==> src/hw/rtl/rtsd_pkg.sv <==
package rtsd_pkg;

   // Event codes carried in the input tuser
   typedef enum logic [1:0] {
      CMD_SAMPLE = 2'd0,
      CMD_START  = 2'd1,
      CMD_MODE   = 2'd2,
      CMD_NONE   = 2'd3
   } cmd_type;

   typedef enum logic [2:0] {
      RUN_START = 3'b001,
      RUN_RUN   = 3'b010,
      RUN_PAUSE = 3'b100
   } run_state_type;

   typedef enum logic [1:0] {
      KIND_START = 2'd0,
      KIND_MM    = 2'd1,
      KIND_FI    = 2'd2
   } kind_type;

   // Two decimal pairs (0..99 each) ready for digit split and segment encode
   typedef struct packed {
      logic [6:0] hi;
      logic [6:0] lo;
      logic       colon;
      logic       blank_en;
   } pair_type;

   localparam logic [7:0]  COLON_BIT  = 8'b1000_0000;
   localparam logic [3:0]  BLANK_CODE = 4'd10;
   localparam logic [13:0] MM_MAX     = 14'd9999;

   // floor(x/250)  = (x * MM_RECIP) >> 32, exact for x < 2^24
   // floor(x/2500) = (x * FI_RECIP) >> 36, exact for x < 2^24
   localparam logic [24:0] MM_RECIP   = 25'd17179870;
   localparam int          MM_SHIFT   = 32;
   localparam logic [24:0] FI_RECIP   = 25'd27487791;
   localparam int          FI_SHIFT   = 36;
   // floor(50d/127) = (d * 50 * 528417) >> 26
   localparam logic [24:0] INCH_RECIP = 25'd26420850;
   localparam int          INCH_SHIFT = 26;

   function automatic logic [6:0] seg_encode(input logic [3:0] digit);
      logic [6:0] seg;
      unique case (digit)
         4'd0:    seg = 7'b011_1111;
         4'd1:    seg = 7'b000_0110;
         4'd2:    seg = 7'b101_1011;
         4'd3:    seg = 7'b100_1111;
         4'd4:    seg = 7'b110_0110;
         4'd5:    seg = 7'b110_1101;
         4'd6:    seg = 7'b111_1101;
         4'd7:    seg = 7'b000_0111;
         4'd8:    seg = 7'b111_1111;
         4'd9:    seg = 7'b110_1111;
         default: seg = 7'b000_0000;
      endcase
      return seg;
   endfunction

endpackage

==> src/hw/rtl/range_to_seven_segment_display.sv <==
// Ranger-to-display converter. Each input item is either a distance sample
// (tuser 0, raw count in tdata) or a button event (tuser 1 start/pause,
// tuser 2 unit toggle; tuser 3 is ignored). Button events only change the
// internal run state and unit mode and give no result. A sample gives one
// result of four segment bytes unless the block is paused: "00:00" with the
// colon before the first start press, raw/250 capped at 9999 in unit mode 0,
// and feet:inches in unit mode 1 (the mode after reset). Outside the start
// screen leading zeros are blanked; the rightmost digit always shows. The
// block takes one item per clock unless backpressure holds req_tready low;
// a sample's result passes through five register stages (input, loaded at
// the accepting edge, then constant-reciprocal divide, unit scaling, decimal
// pair split, segment encode). Backpressure stalls only stages that are
// full, so bubbles still absorb new items while a result waits.
module range_to_seven_segment_display (
   input  logic        clock,
   input  logic        reset,

   input  logic        req_tvalid,
   output logic        req_tready,
   input  logic [23:0] req_tdata,   // [23:0] raw_distance
   input  logic [1:0]  req_tuser,   // [1:0] cmd

   output logic        rsp_tvalid,
   input  logic        rsp_tready,
   output logic [31:0] rsp_tdata    // [7:0] seg_rightmost, [15:8] seg_right_middle,
                                    // [23:16] seg_left_middle, [31:24] seg_leftmost
);

   // ---------------- handshake / stage control ----------------
   logic s1_vld_ff, s2_vld_ff, s3_vld_ff, s4_vld_ff, s5_vld_ff;
   logic s1_vld_in, s2_vld_in, s3_vld_in, s4_vld_in, s5_vld_in;
   logic rdy1, rdy2, rdy3, rdy4, rdy5;
   logic req_accept;

   assign rdy5 = !s5_vld_ff || rsp_tready;
   assign rdy4 = !s4_vld_ff || rdy5;
   assign rdy3 = !s3_vld_ff || rdy4;
   assign rdy2 = !s2_vld_ff || rdy3;
   assign rdy1 = !s1_vld_ff || rdy2;

   assign req_tready = rdy1;
   assign req_accept = req_tvalid && req_tready;

   // ---------------- mode state ----------------
   rtsd_pkg::cmd_type       cmd;
   rtsd_pkg::run_state_type run_state_ff, run_state_in;
   logic                    unit_mode_ff, unit_mode_in;
   logic                    sample_out;   // a sample in the current state yields a result
   rtsd_pkg::kind_type      kind;

   assign cmd = rtsd_pkg::cmd_type'(req_tuser);

   always_comb begin
      run_state_in = run_state_ff;
      unit_mode_in = unit_mode_ff;
      if (req_accept) begin
         unique case (cmd)
            rtsd_pkg::CMD_START: begin
               run_state_in = (run_state_ff == rtsd_pkg::RUN_RUN) ?
                              rtsd_pkg::RUN_PAUSE : rtsd_pkg::RUN_RUN;
            end
            rtsd_pkg::CMD_MODE: begin
               unit_mode_in = !unit_mode_ff;
            end
            rtsd_pkg::CMD_SAMPLE, rtsd_pkg::CMD_NONE: begin
            end
         endcase
      end
   end

   // what a sample becomes in the current state
   always_comb begin
      sample_out = 1'b1;
      kind       = unit_mode_ff ? rtsd_pkg::KIND_FI : rtsd_pkg::KIND_MM;
      unique case (run_state_ff)
         rtsd_pkg::RUN_START: kind = rtsd_pkg::KIND_START;
         rtsd_pkg::RUN_PAUSE: sample_out = 1'b0;
         default: ;   // run
      endcase
   end

   always_ff @(posedge clock) begin
      if (reset) begin
         run_state_ff <= rtsd_pkg::RUN_START;
         unit_mode_ff <= 1'b1;
      end else begin
         run_state_ff <= run_state_in;
         unit_mode_ff <= unit_mode_in;
      end
   end

   // ---------------- stage 1: input register ----------------
   logic [23:0]        s1_raw_ff;
   rtsd_pkg::kind_type s1_kind_ff;

   assign s1_vld_in = rdy1 ? (req_accept && cmd == rtsd_pkg::CMD_SAMPLE && sample_out)
                           : s1_vld_ff;

   always_ff @(posedge clock) begin
      if (req_accept) begin
         s1_raw_ff  <= req_tdata;
         s1_kind_ff <= kind;
      end
   end

   // ---------------- stage 2: raw/250 or raw/2500 ----------------
   logic [24:0]        div_recip;
   logic [48:0]        div_prod;
   logic [16:0]        quot;
   logic [16:0]        s2_quot_ff;
   rtsd_pkg::kind_type s2_kind_ff;

   assign div_recip = (s1_kind_ff == rtsd_pkg::KIND_FI) ? rtsd_pkg::FI_RECIP
                                                         : rtsd_pkg::MM_RECIP;
   assign div_prod  = {25'b0, s1_raw_ff} * {24'b0, div_recip};
   assign quot      = (s1_kind_ff == rtsd_pkg::KIND_FI) ?
                      {4'b0, div_prod[48:rtsd_pkg::FI_SHIFT]} :
                      div_prod[48:rtsd_pkg::MM_SHIFT];
   assign s2_vld_in = rdy2 ? s1_vld_ff : s2_vld_ff;

   always_ff @(posedge clock) begin
      if (rdy2) begin
         s2_quot_ff <= quot;
         s2_kind_ff <= s1_kind_ff;
      end
   end

   // ---------------- stage 3: cap, or total inches ----------------
   logic [37:0]        inch_prod;
   logic [13:0]        val;
   logic [13:0]        s3_val_ff;
   rtsd_pkg::kind_type s3_kind_ff;

   assign inch_prod = {25'b0, s2_quot_ff[12:0]} * {13'b0, rtsd_pkg::INCH_RECIP};

   always_comb begin
      if (s2_kind_ff == rtsd_pkg::KIND_FI) begin
         val = {2'b0, inch_prod[37:rtsd_pkg::INCH_SHIFT]};
      end else if (s2_quot_ff > {3'b0, rtsd_pkg::MM_MAX}) begin
         val = rtsd_pkg::MM_MAX;
      end else begin
         val = s2_quot_ff[13:0];
      end
   end

   assign s3_vld_in = rdy3 ? s2_vld_ff : s3_vld_ff;

   always_ff @(posedge clock) begin
      if (rdy3) begin
         s3_val_ff  <= val;
         s3_kind_ff <= s2_kind_ff;
      end
   end

   // ---------------- stage 4: split into two decimal pairs ----------------
   logic [24:0]        hund_prod;   // (val>>2) * 5243 >> 17 = val/100
   logic [6:0]         hund;
   logic [13:0]        hund_rem;
   logic [19:0]        feet_prod;   // (t>>2) * 683 >> 11 = t/12
   logic [7:0]         feet;
   logic [7:0]         feet_mod;
   logic [11:0]        inch_rem;
   rtsd_pkg::pair_type pair;
   rtsd_pkg::pair_type s4_pair_ff;

   assign hund_prod = {13'b0, s3_val_ff[13:2]} * 25'd5243;
   assign hund      = hund_prod[23:17];
   assign hund_rem  = s3_val_ff - 14'({7'b0, hund} * 14'd100);

   assign feet_prod = {10'b0, s3_val_ff[11:2]} * 20'd683;
   assign feet      = feet_prod[18:11];
   assign inch_rem  = s3_val_ff[11:0] - 12'({4'b0, feet} * 12'd12);

   always_comb begin
      priority if (feet >= 8'd200) begin
         feet_mod = feet - 8'd200;
      end else if (feet >= 8'd100) begin
         feet_mod = feet - 8'd100;
      end else begin
         feet_mod = feet;
      end
   end

   always_comb begin
      unique case (s3_kind_ff)
         rtsd_pkg::KIND_MM: begin
            pair.hi       = hund;
            pair.lo       = hund_rem[6:0];
            pair.colon    = 1'b0;
            pair.blank_en = 1'b1;
         end
         rtsd_pkg::KIND_FI: begin
            pair.hi       = feet_mod[6:0];
            pair.lo       = {3'b0, inch_rem[3:0]};
            pair.colon    = 1'b1;
            pair.blank_en = 1'b1;
         end
         default: begin   // start: 00:00, nothing blanked
            pair.hi       = 7'd0;
            pair.lo       = 7'd0;
            pair.colon    = 1'b1;
            pair.blank_en = 1'b0;
         end
      endcase
   end

   assign s4_vld_in = rdy4 ? s3_vld_ff : s4_vld_ff;

   always_ff @(posedge clock) begin
      if (rdy4) begin
         s4_pair_ff <= pair;
      end
   end

   // ---------------- stage 5: digits, blanking, segments ----------------
   logic [31:0] seg;
   logic [31:0] rsp_data_ff;

   rtsd_digits u_digits (
      .pair_i (s4_pair_ff),
      .seg_o  (seg)
   );

   assign s5_vld_in = rdy5 ? s4_vld_ff : s5_vld_ff;

   always_ff @(posedge clock) begin
      if (rdy5) begin
         rsp_data_ff <= seg;
      end
   end

   always_ff @(posedge clock) begin
      if (reset) begin
         s1_vld_ff <= 1'b0;
         s2_vld_ff <= 1'b0;
         s3_vld_ff <= 1'b0;
         s4_vld_ff <= 1'b0;
         s5_vld_ff <= 1'b0;
      end else begin
         s1_vld_ff <= s1_vld_in;
         s2_vld_ff <= s2_vld_in;
         s3_vld_ff <= s3_vld_in;
         s4_vld_ff <= s4_vld_in;
         s5_vld_ff <= s5_vld_in;
      end
   end

   assign rsp_tvalid = s5_vld_ff;
   assign rsp_tdata  = rsp_data_ff;

   // ---------------- checks ----------------
   // rightmost digit is never blanked
   assert property (@(posedge clock) disable iff (reset)
      rsp_tvalid |-> rsp_tdata[6:0] != 7'd0)
      else $error("rightmost digit blank");

   // colon bit is the same on all four bytes
   assert property (@(posedge clock) disable iff (reset)
      rsp_tvalid |-> (rsp_tdata[7] == rsp_tdata[15] && rsp_tdata[7] == rsp_tdata[23]
                      && rsp_tdata[7] == rsp_tdata[31]))
      else $error("colon bits differ");

   // a sample taken while paused never enters the pipeline
   assert property (@(posedge clock) disable iff (reset)
      (req_accept && cmd == rtsd_pkg::CMD_SAMPLE && run_state_ff == rtsd_pkg::RUN_PAUSE)
      |=> !s1_vld_ff)
      else $error("paused sample entered pipeline");

   // unit toggle flips the mode
   assert property (@(posedge clock) disable iff (reset)
      (req_accept && cmd == rtsd_pkg::CMD_MODE) |=> unit_mode_ff != $past(unit_mode_ff))
      else $error("unit mode did not toggle");

endmodule

==> src/hw/rtl/rtsd_digits.sv <==
module rtsd_digits (
   input  rtsd_pkg::pair_type pair_i,
   output logic [31:0]        seg_o   // rightmost, right middle, left middle, leftmost
);

   logic [14:0] hi_prod;
   logic [14:0] lo_prod;
   logic [3:0]  d3, d2, d1, d0;
   logic [6:0]  hi_rem;
   logic [6:0]  lo_rem;
   logic [3:0]  e3, e2, e1;
   logic [7:0]  colon;

   // x/10 for x < 100 as (x * 205) >> 11
   assign hi_prod = {8'b0, pair_i.hi} * 15'd205;
   assign lo_prod = {8'b0, pair_i.lo} * 15'd205;
   assign d3      = hi_prod[14:11];
   assign d1      = lo_prod[14:11];
   assign hi_rem  = pair_i.hi - 7'({3'b0, d3} * 7'd10);
   assign lo_rem  = pair_i.lo - 7'({3'b0, d1} * 7'd10);
   assign d2      = hi_rem[3:0];
   assign d0      = lo_rem[3:0];

   // leading-zero blanking; rightmost digit always shown
   always_comb begin
      e3 = d3;
      e2 = d2;
      e1 = d1;
      if (pair_i.blank_en && d3 == 4'd0) begin
         e3 = rtsd_pkg::BLANK_CODE;
         if (d2 == 4'd0) begin
            e2 = rtsd_pkg::BLANK_CODE;
            if (d1 == 4'd0) begin
               e1 = rtsd_pkg::BLANK_CODE;
            end
         end
      end
   end

   assign colon = pair_i.colon ? rtsd_pkg::COLON_BIT : 8'h00;

   assign seg_o = {colon | {1'b0, rtsd_pkg::seg_encode(e3)},
                   colon | {1'b0, rtsd_pkg::seg_encode(e2)},
                   colon | {1'b0, rtsd_pkg::seg_encode(e1)},
                   colon | {1'b0, rtsd_pkg::seg_encode(d0)}};

endmodule

==> config.mk <==
export PLATFORM = sky130hd
export DESIGN_NAME = range_to_seven_segment_display
export DESIGN_NICKNAME = d
export VERILOG_FILES = /design/src/hw/rtl/rtsd_pkg.sv /design/src/hw/rtl/range_to_seven_segment_display.sv /design/src/hw/rtl/rtsd_digits.sv
export SDC_FILE = /design/constraint.sdc
export NUM_CORES = 1
export LEC_CHECK = 0
export CORE_ASPECT_RATIO = 0.6
export CORE_MARGIN = 2
export CORE_UTILIZATION = 45
export CTS_BUF_LIST = sky130_fd_sc_hd__clkbuf_2 sky130_fd_sc_hd__clkbuf_4 sky130_fd_sc_hd__clkbuf_8
export DETAILED_ROUTE_END_ITERATION = 10
export DONT_BUFFER_PORTS = 1
export HOLD_SLACK_MARGIN = 0.05
export PLACE_DENSITY = 0.69
export SETUP_SLACK_MARGIN = 0.3
export SLEW_MARGIN = 20
export SYNTH_ARGS = -nofsm -noshare
export SYNTH_HDL_FRONTEND = slang
export SYNTH_SLANG_ARGS = --single-unit
==> constraint.sdc <==
create_clock -name clock -period 7.5 [get_ports clock]
set_input_delay 0.375 -clock clock [delete_from_list [all_inputs] [get_ports clock]]
set_output_delay 0.375 -clock clock [all_outputs]
set_load 0.005 [all_outputs]
==> impl_metrics.toml <==
[run_status]
status = "finished with violations"
violations = "negative setup slack"

[floorplanning]
rows = 71
die_w_um = 330
start_util_pct = 45.7
pin_count = 64
coreArea_um2 = 62800
die_area_um2 = 65800
die_h_um = 200

[clock_network]
clk-insertion-delay-late_ps = 570
cts_max_level = 4
cts.path.max_buffers = 2
cts.sinks = 115
clkTransAtPathRegs_ps = 80
numCtsBuffers = 17
cts_root_buffer = "clkbuf_8"
cts_tree = "built"

[drt]
avgViaCountPerCell = 5.05
drtIter0Drc = 1546
routed_wl_um = 73600
drc = 0
ant_nets = 0
via_count = 19800
wl_per_cell_um = 18.8
dr.pass1.iters = 5

[cells_and_area]
final_common_cell = "inv_1"
fin_area_um2 = 32800
syn_to_final_growth_pct = 14.3
final_cell_mix = "inv_1 (816), ha_1 (578), fa_1 (471)"
drive_gt1_share_pct = 13.4
final_nets = 4199

[global_route]
antenna_found_initial = 3
grt_pass1_wl_um = 117000
grt-ovfl-total = 0
grt.total_usage_pct = 23.8
grt_pass1_vias = 20500
grt_max_degree = 30

[placed_design]
dp.final_hpwl_um = 64300
placed_area_um2 = 31400
finalWeightedCongestion = 0.973
portBuffers = 0

[sta]
hold_viol = 0
fin_crit_ps = 7670
grt_setup_unrepaired = "true"
clock.fmax_ghz = 0.130
post-route-period-util_pct = 102
setup_viol_count_final = 9
finalWorstSetupSlack_ps = -174
drv_slew = 0
tightest_slew_ps = 1030
relSlewSlack_pct = 29.2
finalClockSkew_ps = 27.8

[worst_hold_path]
hold_path.class = "input pin to flop"
holdCritStartpoint = "req_tuser[0]"
worstHoldEndpoint = "run_state_ff[0]$_SDFFE_PP1P_"
whs_path_depth = 2

[worst_setup_path]
r2r-end = "s2_quot_ff[11]$_DFFE_PP_"
cp-start-kind = "flop"
regToRegStartpoint = "s1_kind_ff[0]$_SDFFCE_PN0P_"
rr_worst_depth = 27
critical_path_class = "flop to flop"
crit_path_max_fanout = 6
worstPathRequired_ps = 7880
r2r_slack_ps = -170
end_kind = "flop"
arrival_ps = 8060

[synth]
synth_top_area_share_pct = 35.0
ys.flop_type = "edfxtp_1"
synth-edff-count = 106
synth_cells = 2824
ys_seq_area_share_pct = 11.7
synth.area.top_cells = "fa_1 (35%), ha_1 (26%), edfxtp_1 (11%)"
synth_top_area_cell = "fa_1"
yosys_warnings = 0
synth_cell_types = 75
synthArstFlopShare_pct = 0
synthesis.area_um2 = 28700
post_synth.cell_area_avg_um2 = 10.2
ys_ff_latch = 115

[flow_run]
drv_cap = 0
-- timing repair --
item	4_1_cts	5_1_grt
resized for setup	74	88
hold buffers	28	0
setup buffers	10	6
cloned	1	1
hold endpoints to repair	33	0
setup endpoints to repair	17	21
pin swaps	54	40
-- routing by layer --
layer / global-route usage [%] / wire length (um) / vias up
met4: 3.72 / 696 / 0
li1: - / - / 9339
met2: 30.6 / 27100 / 699
met1: 36.6 / 36600 / 9674
met5: 0 / 0 / -
met3: 10.0 / 9140 / 41
-- Yosys cell counts (all sizes together), types with 8 or more instances --
cell type / n
inv: 844
ha: 607
fa: 501
edfxtp: 106
nand2: 96
nor2: 90
a21oi: 79
o21ai: 64
xnor2: 49
a21o: 36
xor2: 34
clkbuf: 27
nor2b: 21
and2: 20
nand3: 20
or2: 18
nand4: 17
o21a: 17
a211oi: 15
nor3: 15
nand2b: 10
a31oi: 9
dfxtp: 9
o22ai: 9
or3: 9
mux2i: 8
-- through the flow --
stage	hold WS, ps	utilization (%)	worst slack (ps)	TNS [ps]	std cells
final	109	52.2	-174	-894	3914
after global routing	104	52.2	-407	-3500	3914
after CTS	50.4	51.6	-88.1	-474	3906
after detailed placement	408	49.9	-391	-2420	3835
after global placement	406	49.9	-314	-1540	3835
after floorplan	400	-	228	0	2830
-- registers in the layout (all words and copies together), names as in the netlist --
register and flops:
unit_mode_ff 1, s3_vld_ff 1, s1_raw_ff 24, rsp_tvalid 1
s4_pair_ff 16, run_state_ff 3, s2_vld_ff 1, s1_kind_ff 2
s2_kind_ff 2, s2_quot_ff 17, s1_vld_ff 1, s3_val_ff 14
rsp_tdata 29, s3_kind_ff 2, s4_vld_ff 1
-- cell families after synthesis --
kind of cell | count (synthesis) | share of synthesized area [%]
other | 2 | 0.0262
and+or+nand+nor | 343 | 5.89
DFF | 115 | 11.7
AOI/OAI and AO/OA | 288 | 6.54
adders and majority gates | 1108 | 61.5
xor gates and xnor gates | 83 | 2.53
buffers and inverters | 876 | 11.5
muxes | 9 | 0.319
-- worst max-delay path by stage --
stage	start	to	slack [ps]	cells after the start
floorplan	s1_kind_ff[0]$_SDFFCE_PN0P_	s2_quot_ff[11]$_DFFE_PP_	230	24
global route	s1_kind_ff[0]$_SDFFCE_PN0P_	s2_quot_ff[11]$_DFFE_PP_	-410	28
finish	s1_kind_ff[0]$_SDFFCE_PN0P_	s2_quot_ff[11]$_DFFE_PP_	-170	27
CTS	s1_kind_ff[0]$_SDFFCE_PN0P_	s2_quot_ff[11]$_DFFE_PP_	-90	27
global placement	s1_kind_ff[0]$_SDFFCE_PN0P_	s2_quot_ff[11]$_DFFE_PP_	-310	25
detailed placement	s1_kind_ff[0]$_SDFFCE_PN0P_	s2_quot_ff[11]$_DFFE_PP_	-390	25
-- final cells by class --
class	count	area, um^2
Clock buffer	18	241
Timing Repair Buffer	244	2030
Antenna cell	1	2.50
Fill cell	5545	30000
Multi-Input combinational cell	1839	22800
Sequential cell	115	3360
Tap cell	839	1050
Inverter	844	3190
Clock inverter	14	114
-- critical path, stage by stage (launching register included) --
cell and delay (ps):
edfxtp_1 410, buf_6 140, nor2b_4 180, buf_12 170
buf_12 160, nand2_8 70, inv_4 80, fa_2 470
fa_1 470, fa_1 500, inv_1 50, fa_1 470
fa_1 530, inv_1 50, fa_1 520, inv_1 70
fa_1 500, inv_2 50, ha_4 250, nand4_1 120
o41ai_2 100, a211oi_2 310, o221ai_2 140, o32a_4 450
a211o_1 300, a311o_1 350, or3b_1 380, a32oi_1 200
Power is not shown: default switching activity piles up to over one toggle a cycle in this logic, so the estimate is an artifact.
